--- config.mk ---
export PLATFORM = sky130hd
export DESIGN_NAME = fsme_front
export DESIGN_NICKNAME = d
export VERILOG_FILES = /design/src/rtl/fsme_pkg.sv /design/src/rtl/fsme_front.sv
export SDC_FILE = /design/constraint.sdc
export NUM_CORES = 1
export LEC_CHECK = 0
export ABC_AREA = 1
export BUFFER_PORTS_ARGS = -buffer_cell sky130_fd_sc_hd__buf_2
export CORE_MARGIN = 3
export CORE_UTILIZATION = 37
export DETAILED_ROUTE_END_ITERATION = 10
export GPL_ROUTABILITY_DRIVEN = 0
export SYNTH_ARGS = -nofsm -noshare
export SYNTH_HDL_FRONTEND = slang
export SYNTH_SLANG_ARGS = --single-unit
--- constraint.sdc ---
create_clock -name clk -period 2.09 [get_ports clk]
set_input_delay 0.418 -clock clk [delete_from_list [all_inputs] [get_ports clk]]
set_output_delay 0.418 -clock clk [all_outputs]
set_load 0.1 [all_outputs]
--- src/rtl/fsme_pkg.sv ---
package fsme_pkg;

	localparam int unsigned DEF_FACTORIES = 4;
	localparam int unsigned DEF_MACHINES  = 8;
	localparam int unsigned DEF_JOBS      = 32;

	localparam int unsigned OP_W    = 2;
	localparam int unsigned FAC_W   = 2;
	localparam int unsigned MAC_W   = 3;
	localparam int unsigned JOB_W   = 5;
	localparam int unsigned VAL_W   = 16;
	localparam int unsigned TIME_W  = 32;
	localparam int unsigned COST_W  = 40;
	localparam int unsigned SUM_W   = 48;
	localparam int unsigned PROD_W  = 32;
	localparam int unsigned KIND_W  = 2;
	localparam int unsigned RT_W    = 16;
	localparam int unsigned NM_W    = 4;
	localparam int unsigned NF_W    = 3;

	typedef enum logic [OP_W-1:0] {
		OP_LOAD_TIME = 2'd0,
		OP_LOAD_COST = 2'd1,
		OP_APPEND    = 2'd2,
		OP_REPORT    = 2'd3
	} op_t;

	typedef enum logic [KIND_W-1:0] {
		KIND_JOB     = 2'd0,
		KIND_SUMMARY = 2'd1,
		KIND_PATH    = 2'd2
	} kind_t;

	localparam logic [1:0] REG_RELEASE  = 2'd0;
	localparam logic [1:0] REG_MACHINES = 2'd1;
	localparam logic [1:0] REG_FACTORIES = 2'd2;

	typedef struct packed {
		op_t               op;
		logic [FAC_W-1:0]  factory;
		logic [MAC_W-1:0]  machine;
		logic [JOB_W-1:0]  job;
		logic [VAL_W-1:0]  value;
	} cmd_t;

	typedef struct packed {
		kind_t              kind;
		logic [TIME_W-1:0]  job_completion;
		logic [COST_W-1:0]  job_cost;
		logic [FAC_W-1:0]   key_factory;
		logic [JOB_W-1:0]   path_job;
		logic [MAC_W-1:0]   path_machine;
		logic               last;
	} res_t;

	typedef enum logic [3:0] {
		ST_IDLE,
		ST_AP_RD,
		ST_AP_WAIT,
		ST_AP_CALC,
		ST_AP_OUT,
		ST_RP_SCAN,
		ST_RP_SUM,
		ST_PW_RD,
		ST_PW_WAIT,
		ST_PW_EMIT,
		ST_PW_NEXT
	} state_t;

endpackage

--- src/rtl/fsme_front.sv ---
module fsme_front import fsme_pkg::*; #(
	parameter int unsigned MAX_FACTORIES = DEF_FACTORIES,
	parameter int unsigned MAX_MACHINES  = DEF_MACHINES,
	parameter int unsigned MAX_JOBS      = DEF_JOBS
) (
	input  logic  clk,
	input  logic  arst_n,
	input  logic  push,
	output logic  full,
	input  cmd_t  cmd,
	output cmd_t  q_cmd,
	output logic  q_valid,
	input  logic  q_take
);
	localparam int unsigned QD = 2;
	cmd_t       buf_q [QD];
	logic       wp_q, rp_q;
	logic [1:0] cnt_q;
	logic       acc, keep;

	// drop commands with out-of-range indexes here
	always_comb begin
		keep = 1'b1;
		case (cmd.op)
			OP_LOAD_TIME: keep = (32'(cmd.factory) < MAX_FACTORIES)
				&& (32'(cmd.machine) < MAX_MACHINES) && (32'(cmd.job) < MAX_JOBS);
			OP_LOAD_COST: keep = 32'(cmd.machine) < MAX_MACHINES;
			OP_APPEND:    keep = (32'(cmd.factory) < MAX_FACTORIES)
				&& (32'(cmd.job) < MAX_JOBS);
			default:      keep = 1'b1;
		endcase
	end

	assign full    = (cnt_q == 2'(QD));
	assign acc     = push && !full && keep;
	assign q_valid = (cnt_q != 2'd0);
	assign q_cmd   = buf_q[rp_q];

	always_ff @(posedge clk) begin
		if (acc) begin
			buf_q[wp_q] <= cmd;
		end
	end

	always_ff @(posedge clk or negedge arst_n) begin
		if (!arst_n) begin
			wp_q  <= 1'b0;
			rp_q  <= 1'b0;
			cnt_q <= 2'd0;
		end else begin
			if (acc) wp_q <= ~wp_q;
			if (q_take && q_valid) rp_q <= ~rp_q;
			cnt_q <= cnt_q + 2'(acc) - 2'(q_take && q_valid);
		end
	end
endmodule

==> metrics.txt, run 1 <==
outcome=complete, no violations; FF+latch count, synth=60; Clock Latency Late Sink=0.32 ns; Finished Core Util=50.60%; CTS root buffer=clkbuf_8; final instance area=2889 sq um; yosys warns=0; critical path capture point type=primary output; die area=7124 sq um; sequential area share after synthesis=78.33%; met3 Resource Use GR=4.122%; slew at the pin with the worst max-slew slack=0.4969 ns; max_slew headroom=67.10%; kind of start point of the critical path=flop; Max stage delay on crit path=0.42 ns; Detailed Place HPWL=2541 um; final setup vio count=0; Crit path required time=1.67 ns; clk_skew=0.001887 ns; chip width=84.41 um; Fin Setup TNS=0 ns; WL per Instance=12.08 um; Final Max Tran Viols=0; setup repair bufs after CTS=0; clock buffer depth=2; placed cells=311; Worst path top cell family by delay=buffers and inverters; Detailed Route WL=3950 um; clock transition at the registers of the reported paths=0.06 ns; Worst Hold Class=primary input to flop; Mapped Cells=179; CTS tree=yes; maxcap violations=0; # port buffers=61; grt total ovfl=0; Initial Util=39.84%; Synthesized Nets=213; placed instance area=2680 sq um; post-route clock period utilization=95.71%; area grow syn2layout=27.01%; detailed-route DRC error count=0; CP cell instances=buf_4, nand2_1, nand2_1, buf_2; Post-DRT Antenna Nets=0; initial antenna violation count=0; Total GRT Usage=11.96%; TritonRoute pass-1 iters=3; data arrival time of the worst path=1.58 ns; kind of critical path=flop to primary output; Final min period=2.000 ns; met1 usage=12.41%; unrepaired setup endpoints after global routing=no; Most Crowded Layer GR=met2; GRT met2 Usage=20.30%; Crit-path slowest cell=buf_2; top area cells in the synthesized netlist=edfxtp_1 74%, nand2_1 16%, dfrtp_1 4.4%, inv_1 1.5%, ha_1 1.1%; Vias per Instance=4.269; fin nets=285; share of cells above drive strength 1=30.98%; CP Buf/Inv Count=2; Post-Layout Cell Count=327; largest net degree at the start of global routing=30; Hold Violations, Final=0; clock sinks=60; cell row count=27; number of global-route vias before repair=1380; worst-path fanout max=29; IO Count=62; first-pass GRT wire length=6327 um; most used cell, CP=nand2_1; Mapped Area=2275 sq um; Cell variety after synth=11; Max Clock Freq=0.4999 GHz; # diodes=0; core area=5709 sq um; total CTS buffers=9; Yosys top cell area share=73.93%; die height=84.41 um; DR iter-0 viols=39; Avg Synthesized Cell Area=12.71 sq um; largest area contributor in the netlist=edfxtp_1; Via Count=1396; # H-tree levels=3
[cell families after synthesis]
kind of cell	after synthesis	synth area share (%)
simple gates	101	16.83
flops	60	78.33
buf+inv	16	3.740
fa+ha+maj	2	1.100
[cell usage after synthesis]
cell type and count:
nor2_1 1, inv_2 1, inv_1 9, nand2_1 97, ha_1 2, dfrtp_1 4
edfxtp_1 56, buf_6 2, buf_2 2, buf_4 2, nand3_1 3
[layer usage]
metal	routed length (um)	up-vias
met2	2025	42
met3	272	6
li1	-	732
met4	83	0
met1	1569	616
met5	0	-
[sequential cells by signal (all words and copies together), names as in the netlist]
signal and flops:
buf_q 56, wp_q 1, rp_q 1, cnt_q 2
[what timing repair did]
action	CTS	global route
hold buffers	1	0
hold endpoints to repair	4	0
gates resized for setup	1	19
setup endpoints to repair	1	19
[worst paths after layout]
check | from | end | slack [ns] | cells past startpoint
setup reg to reg | cnt_q[0]$_DFF_PN0_ | cnt_q[1]$_DFF_PN0_ | 0.68 | 9
hold / removal | cmd[14] | buf_q[1][14]$_DFFE_PP_ | 0.28 | 1
min in group asynchronous | arst_n | cnt_q[1]$_DFF_PN0_ | 0.43 | 2
max in group asynchronous | arst_n | rp_q$_DFFE_PN0P_ | 1.55 | 2
setup / recovery | rp_q$_DFFE_PN0P_ | q_cmd[13] | 0.09 | 4
hold reg to reg | wp_q$_DFFE_PN0N_ | wp_q$_DFFE_PN0N_ | 0.47 | 2
[worst register-to-register path, stage by stage (launching register included)]
cell	delay, ns
dfrtp_1	0.38
inv_1	0.08
nand2_1	0.09
nand2_1	0.16
ha_1	0.25
inv_1	0.05
ha_1	0.15
inv_1	0.04
nand2_1	0.06
nand2_1	0.05
[cells in the final DEF, fill, tap and decap left out, drive strengths merged]
| master | n |
|---|---|
| ha | 2 |
| dfrtp | 4 |
| edfxtp | 56 |
| nand3 | 3 |
| clkbuf | 30 |
| dlygate4sd3 | 1 |
| inv | 10 |
| buf | 47 |
| nor2 | 1 |
| nand2 | 97 |
| clkinv | 4 |
[metrics by stage]
stage,hold WS [ns],setup WS [ns]
2_1_floorplan,0.1224,0.08620
3_3_place_gp,0.2290,0.3678
3_5_place_dp,0.2278,0.3614
4_1_cts,0.2647,0.005754
5_1_grt,0.2622,0.001499
6_report,0.2840,0.08959
[final cells by class]
cell class / instances / area [sq um]
Timing Repair Buffer: 67 / 415.4
Multi-Input combinational cell: 103 / 415.4
Inverter: 10 / 37.54
Fill cell: 505 / 2820
Clock inverter: 4 / 17.52
Sequential cell: 60 / 1782
Tap cell: 72 / 90.09
Clock buffer: 11 / 131.4
Power of run 1 is left out: the tool's default activity adds up to more than one toggle a clock period on the data nets, which glitch-free logic cannot reach.
==> inputs of run 2 (changes only) <==
Settings changed: BUFFER_PORTS_ARGS -buffer_cell sky130_fd_sc_hd__buf_2 to -buffer_cell sky130_fd_sc_hd__buf_4.
==> run 2 against run 1 <==
Compared with the run above: hold slack got worse by 0.0065 ns; non-clock buffer count unchanged; clock-buffer cell count unchanged; die area unchanged; routed wire length decreased by 0.48%; worst setup slack improved by 0.10 ns; via count about the same; cell count increased by 0.31%; critical path type unchanged; highest routed layer unchanged.
==> metrics.txt, run 2 (synthesized netlist as in run 1, its figures left out) <==
Max Clock Freq=0.5264 GHz (was 0.4999 GHz); Hold Violations, Final=0 (unchanged); worst-path fanout max=29 (unchanged); Detailed Place HPWL=2624 um (was 2541 um); largest net degree at the start of global routing=30 (unchanged); number of flip-flops in the largest register=56 (unchanged); chip width=84.41 um (unchanged); hold path cells=1 (unchanged); number of global-route vias before repair=1446 (was 1380); Via Count=1397 (was 1396); slew at the pin with the worst max-slew slack=0.4021 ns (was 0.4969 ns); TritonRoute pass-1 iters=4 (was 3); grt total ovfl=0 (unchanged); maxcap violations=0 (unchanged); # H-tree levels=3 (unchanged); detailed-route DRC error count=0 (unchanged); Vias per Instance=4.259 (was 4.269); Final Max Tran Viols=0 (unchanged); DR iter-0 viols=39 (unchanged); outcome=complete, no violations (unchanged); Worst Hold Class=primary input to flop (unchanged); # diodes=0 (unchanged); placed instance area=2820 sq um (was 2680 sq um); Post-Layout Cell Count=328 (was 327); FF-to-FF path depth=4 (was 9); IO Count=62 (unchanged); Final min period=1.900 ns (was 2.000 ns); # fillers=516 (was 505); commonest non-fill, non-tap cell in the layout=nand2_1 (unchanged); final setup vio count=0 (unchanged); critical path capture point type=primary output (unchanged); worst setup margin=0.1902 ns (was 0.08959 ns); Initial Util=39.84% (unchanged); fin nets=285 (unchanged); total CTS buffers=9 (unchanged); Fin Setup TNS=0 ns (unchanged); clock buffer depth=2 (unchanged); Largest regs=buf_q x56, cnt_q x2 (unchanged); clock transition at the registers of the reported paths=0.07 ns (was 0.06 ns); core area=5709 sq um (unchanged); clock sinks=60 (unchanged); die area=7124 sq um (unchanged); Place WS=0.4030 ns (was 0.3614 ns); area grow syn2layout=34.65% (was 27.01%); kind of start point of the critical path=flop (unchanged); # port buffers=61 (unchanged); Detailed Route WL=3931 um (was 3950 um); Reg area=1782 sq um (unchanged); data arrival time of the worst path=1.48 ns (was 1.58 ns); kind of critical path=flop to primary output (unchanged); setup repair bufs after CTS=0 (unchanged); Post-DRT Antenna Nets=0 (unchanged); Crit path required time=1.67 ns (about the same); cell row count=27 (unchanged); max_slew headroom=73.16% (was 67.10%); placed cells=311 (unchanged); Reg with most FFs=buf_q (unchanged); CTS tree=yes (unchanged); share of cells above drive strength 1=32.03% (was 30.98%); initial antenna violation count=0 (unchanged); post-route clock period utilization=90.90% (was 95.71%); die height=84.41 um (unchanged); multi-input logic area=415.4 sq um (unchanged); WL per Instance=11.98 um (was 12.08 um); final instance area=3063 sq um (was 2889 sq um); Total GRT Usage=12.36% (was 11.96%); first-pass GRT wire length=6589 um (was 6327 um); clk_skew=0.006175 ns (was 0.001887 ns); commonest cells after routing, fill and taps aside=97 x nand2_1, 66 x buf_4, 56 x edfxtp_1 (was 97 x nand2_1, 56 x edfxtp_1, 41 x buf_2); CTS root buffer=clkbuf_8 (unchanged); Clock Latency Late Sink=0.32 ns (about the same); unrepaired setup endpoints after global routing=no (unchanged)
run 2: cell types whose count changed in the layout (fill, tap and decap cells not counted):
cell       before  now
bufinv_16       0    3
clkbuf_4       19    0
buf_12          1    0
clkinv_2        2    3
inv_2           1    0
buf_4           5   66
buf_2          41    0
clkinv_1        2    0
run 2: through the flow:
| stage | hold WS, ns | util [%] |
|---|---|---|
| 2_1_floorplan | 0.1224 | - |
| 3_3_place_gp | 0.2197 | 49.40 |
| 3_5_place_dp | 0.2209 | 49.40 |
| 4_1_cts | 0.2567 | 53.63 |
| 5_1_grt | 0.2482 | 53.65 |
| 6_report | 0.2775 | 53.65 |
run 2: critical path, cell delays in order (launching register included):
cell	delay [ns]
dfrtp_1	0.36
clkinv_2	0.34
nand2_1	0.15
nand2_1	0.08
buf_4	0.23
run 2: area by class of cell:
class	instances	area share [%]
sequential	60	58.17
timing repair buffer	67	16.50
clock inverter	5	3.268
inverter	10	1.266
multi-input combinational	103	13.56
tap	72	2.941
clock buffer	11	4.289
run 2: final timing paths:
check                           slack, ns          startpoint                endpoint
worst max-delay path                 0.19    rp_q$_DFFE_PN0P_               q_cmd[20]
worst max register to register       0.60  cnt_q[1]$_DFF_PN0_  buf_q[0][18]$_DFFE_PP_
worst min register to register       0.49    wp_q$_DFFE_PN0N_        wp_q$_DFFE_PN0N_
worst min-delay path                 0.28              cmd[5]   buf_q[1][5]$_DFFE_PP_
min in group asynchronous            0.43              arst_n      cnt_q[0]$_DFF_PN0_
max in group asynchronous            1.55              arst_n        wp_q$_DFFE_PN0N_
run 2: timing repair:
item	CTS	global route
setup endpoints to repair	0	19
gates resized for setup	0	1
hold buffers	1	0
hold endpoints to repair	4	0
run 2: routing by layer:
layer / vias to the layer above / routed length (um) / track usage [%] / part of all wire [%]
li1: 732 / - / - / -
met5: - / 0 / 0 / 0
met4: 0 / 53 / 7.770 / 1.3
met3: 4 / 253 / 4.318 / 6.4
met2: 40 / 1951 / 20.16 / 50
met1: 621 / 1672 / 13.84 / 43
Power of run 2 is left out for the same reason.
==> inputs of run 3 (changes only) <==
Settings changed: CORE_MARGIN 3 to 4.
Clock period 2.09 ns to 2.4 ns, I/O delays scaled along.
==> run 3 against run 2 <==
Compared with the run above: critical path depth unchanged; utilization down 3.6 points; hold slack better by 0.066 ns; cell count unchanged; routed wire length up 5.9%; worst setup slack better by 0.14 ns; die area up 4.8%; flip-flop and latch count unchanged; clock skew down 0.0020 ns; largest cell class unchanged.
==> metrics.txt, run 3 (synthesized netlist as in run 1, its figures left out) <==
Crit path required time=1.92 ns (was 1.67 ns); Vias per Instance=4.341 (was 4.259); initial antenna violation count=0 (unchanged); # port buffers=61 (unchanged); CP Buf/Inv Count=2 (unchanged); Via Count=1424 (was 1397); CP Depth=4 (unchanged); first-pass GRT wire length=6741 um (was 6589 um); die area=7466 sq um (was 7124 sq um); share of cells above drive strength 1=30.43% (was 32.03%); core area=5956 sq um (was 5709 sq um); Worst path top cell family by delay=buffers and inverters (unchanged); data arrival time of the worst path=1.59 ns (was 1.48 ns); total CTS buffers=9 (unchanged); min-delay src=cmd[14] (was cmd[5]); number of global-route vias before repair=1444 (was 1446); final setup vio count=0 (unchanged); Final min period=2.074 ns; area grow syn2layout=31.02% (was 34.65%); flop-to-flop setup slack=0.82 ns (was 0.60 ns); slew at the pin with the worst max-slew slack=0.5127 ns (was 0.4021 ns); Clock Latency Late Sink=0.32 ns (about the same); TritonRoute pass-1 iters=4 (unchanged); critical path capture point type=primary output (unchanged); Total GRT Usage=12.26% (was 12.36%); Max stage delay on crit path=0.39 ns (was 0.36 ns); unrepaired setup endpoints after global routing=no (unchanged); hold path cells=1 (unchanged); WL per Instance=12.69 um (was 11.98 um); most used cell, CP=nand2_1 (unchanged); Largest regs=buf_q x56, cnt_q x2 (unchanged); Place WS=0.6426 ns (was 0.4030 ns); clock transition at the registers of the reported paths=0.06 ns (was 0.07 ns); max_slew headroom=65.74% (was 73.16%); FF-to-FF path depth=4 (unchanged); die height=86.41 um (was 84.41 um); IO Count=62 (unchanged); final hold slack=0.3434 ns (was 0.2775 ns); CTS tree=yes (unchanged); # H-tree levels=3 (unchanged); clock buffer depth=2 (unchanged); DR iter-0 viols=42 (was 39); detailed-route DRC error count=0 (unchanged); reg2reg start=cnt_q[1]$_DFF_PN0_ (unchanged); clk_skew=0.004196 ns (was 0.006175 ns); outcome=complete, no violations (unchanged); Crit-path slowest cell=dfrtp_1 (unchanged); worst-path fanout max=29 (unchanged); final instance area=2980 sq um (was 3063 sq um); commonest non-fill, non-tap cell in the layout=nand2_1 (unchanged); kind of start point of the critical path=flop (unchanged); largest net degree at the start of global routing=30 (unchanged); maxcap violations=0 (unchanged); cell row count=28 (was 27); grt total ovfl=0 (unchanged); # diodes=0 (unchanged); kind of critical path=flop to primary output (unchanged); CTS root buffer=clkbuf_8 (unchanged); number of flip-flops in the largest register=56 (unchanged); Detailed Place HPWL=2688 um (was 2624 um); Post-DRT Antenna Nets=0 (unchanged); Reg with most FFs=buf_q (unchanged); chip width=86.41 um (was 84.41 um); Detailed Route WL=4162 um (was 3931 um); CP cell instances=inv_2, nand2_1, nand2_1, buf_4 (was clkinv_2, nand2_1, nand2_1, buf_4); Max Clock Freq=0.4821 GHz; worst setup margin=0.3255 ns (was 0.1902 ns); Fin Setup TNS=0 ns (unchanged); post-route clock period utilization=86.44%; Worst R2R End=buf_q[1][3]$_DFFE_PP_ (was buf_q[0][18]$_DFFE_PP_); worst min-delay path endpoint=buf_q[0][14]$_DFFE_PP_ (was buf_q[1][5]$_DFFE_PP_); Hold Violations, Final=0 (unchanged); placed instance area=2821 sq um (was 2820 sq um); Initial Util=38.19% (was 39.84%); clock sinks=60 (unchanged); setup repair bufs after CTS=0 (unchanged); Worst Hold Class=primary input to flop (unchanged); CTS resizes=0 (unchanged); commonest cells after routing, fill and taps aside=97 x nand2_1, 63 x buf_4, 56 x edfxtp_1 (was 97 x nand2_1, 66 x buf_4, 56 x edfxtp_1); fin nets=283 (was 285); # fillers=544 (was 516); Final Max Tran Viols=0 (unchanged)
run 3: layer usage:
| metal | wire length [um] | share of wire (%) | track usage [%] |
|---|---|---|---|
| met3 | 278 | 6.7 | 3.802 |
| met5 | 0 | 0 | 0 |
| met2 | 2103 | 51 | 19.54 |
| met1 | 1698 | 41 | 14.41 |
| met4 | 82 | 2.0 | 7.649 |
run 3: worst max-delay path by stage:
stage | from | slack [ns] | end
3_3_place_gp | rp_q$_DFFE_PN0P_ | 0.68 | q_cmd[17]
6_report | rp_q$_DFFE_PN0P_ | 0.33 | q_cmd[17]
2_1_floorplan | push | 0.24 | buf_q[1][0]$_DFFE_PP_
5_1_grt | rp_q$_DFFE_PN0P_ | 0.17 | q_cmd[21]
4_1_cts | rp_q$_DFFE_PN0P_ | 0.28 | q_cmd[17]
3_5_place_dp | rp_q$_DFFE_PN0P_ | 0.64 | q_cmd[17]
run 3: through the flow:
step	instances	util, %
after global routing	328	50.04
after detailed placement	312	47.37
after global placement	312	47.37
after floorplan	179	-
final	328	50.04
after CTS	328	50.04
run 3: worst reg2reg max path: stages, from the launching register on:
cell and delay (ns):
dfrtp_1 0.39, nand2_1 0.11, nand2_1 0.13, nor2_4 0.43, buf_12 0.22
run 3: what timing repair did:
action	CTS	global route
setup endpoints to repair	0	0
hold endpoints to repair	4	0
hold buffers	1	0
run 3: cell type report:
cell class / count / area [sq um] / area share (%)
Timing Repair Buffer: 65 / 503.0 / 16.88
Sequential cell: 60 / 1782 / 59.78
Tap cell: 75 / 93.84 / 3.149
Clock buffer: 11 / 131.4 / 4.408
Clock inverter: 4 / 17.52 / 0.5877
Multi-Input combinational cell: 103 / 415.4 / 13.94
Inverter: 10 / 37.54 / 1.259
Power of run 3 is left out for the same reason.
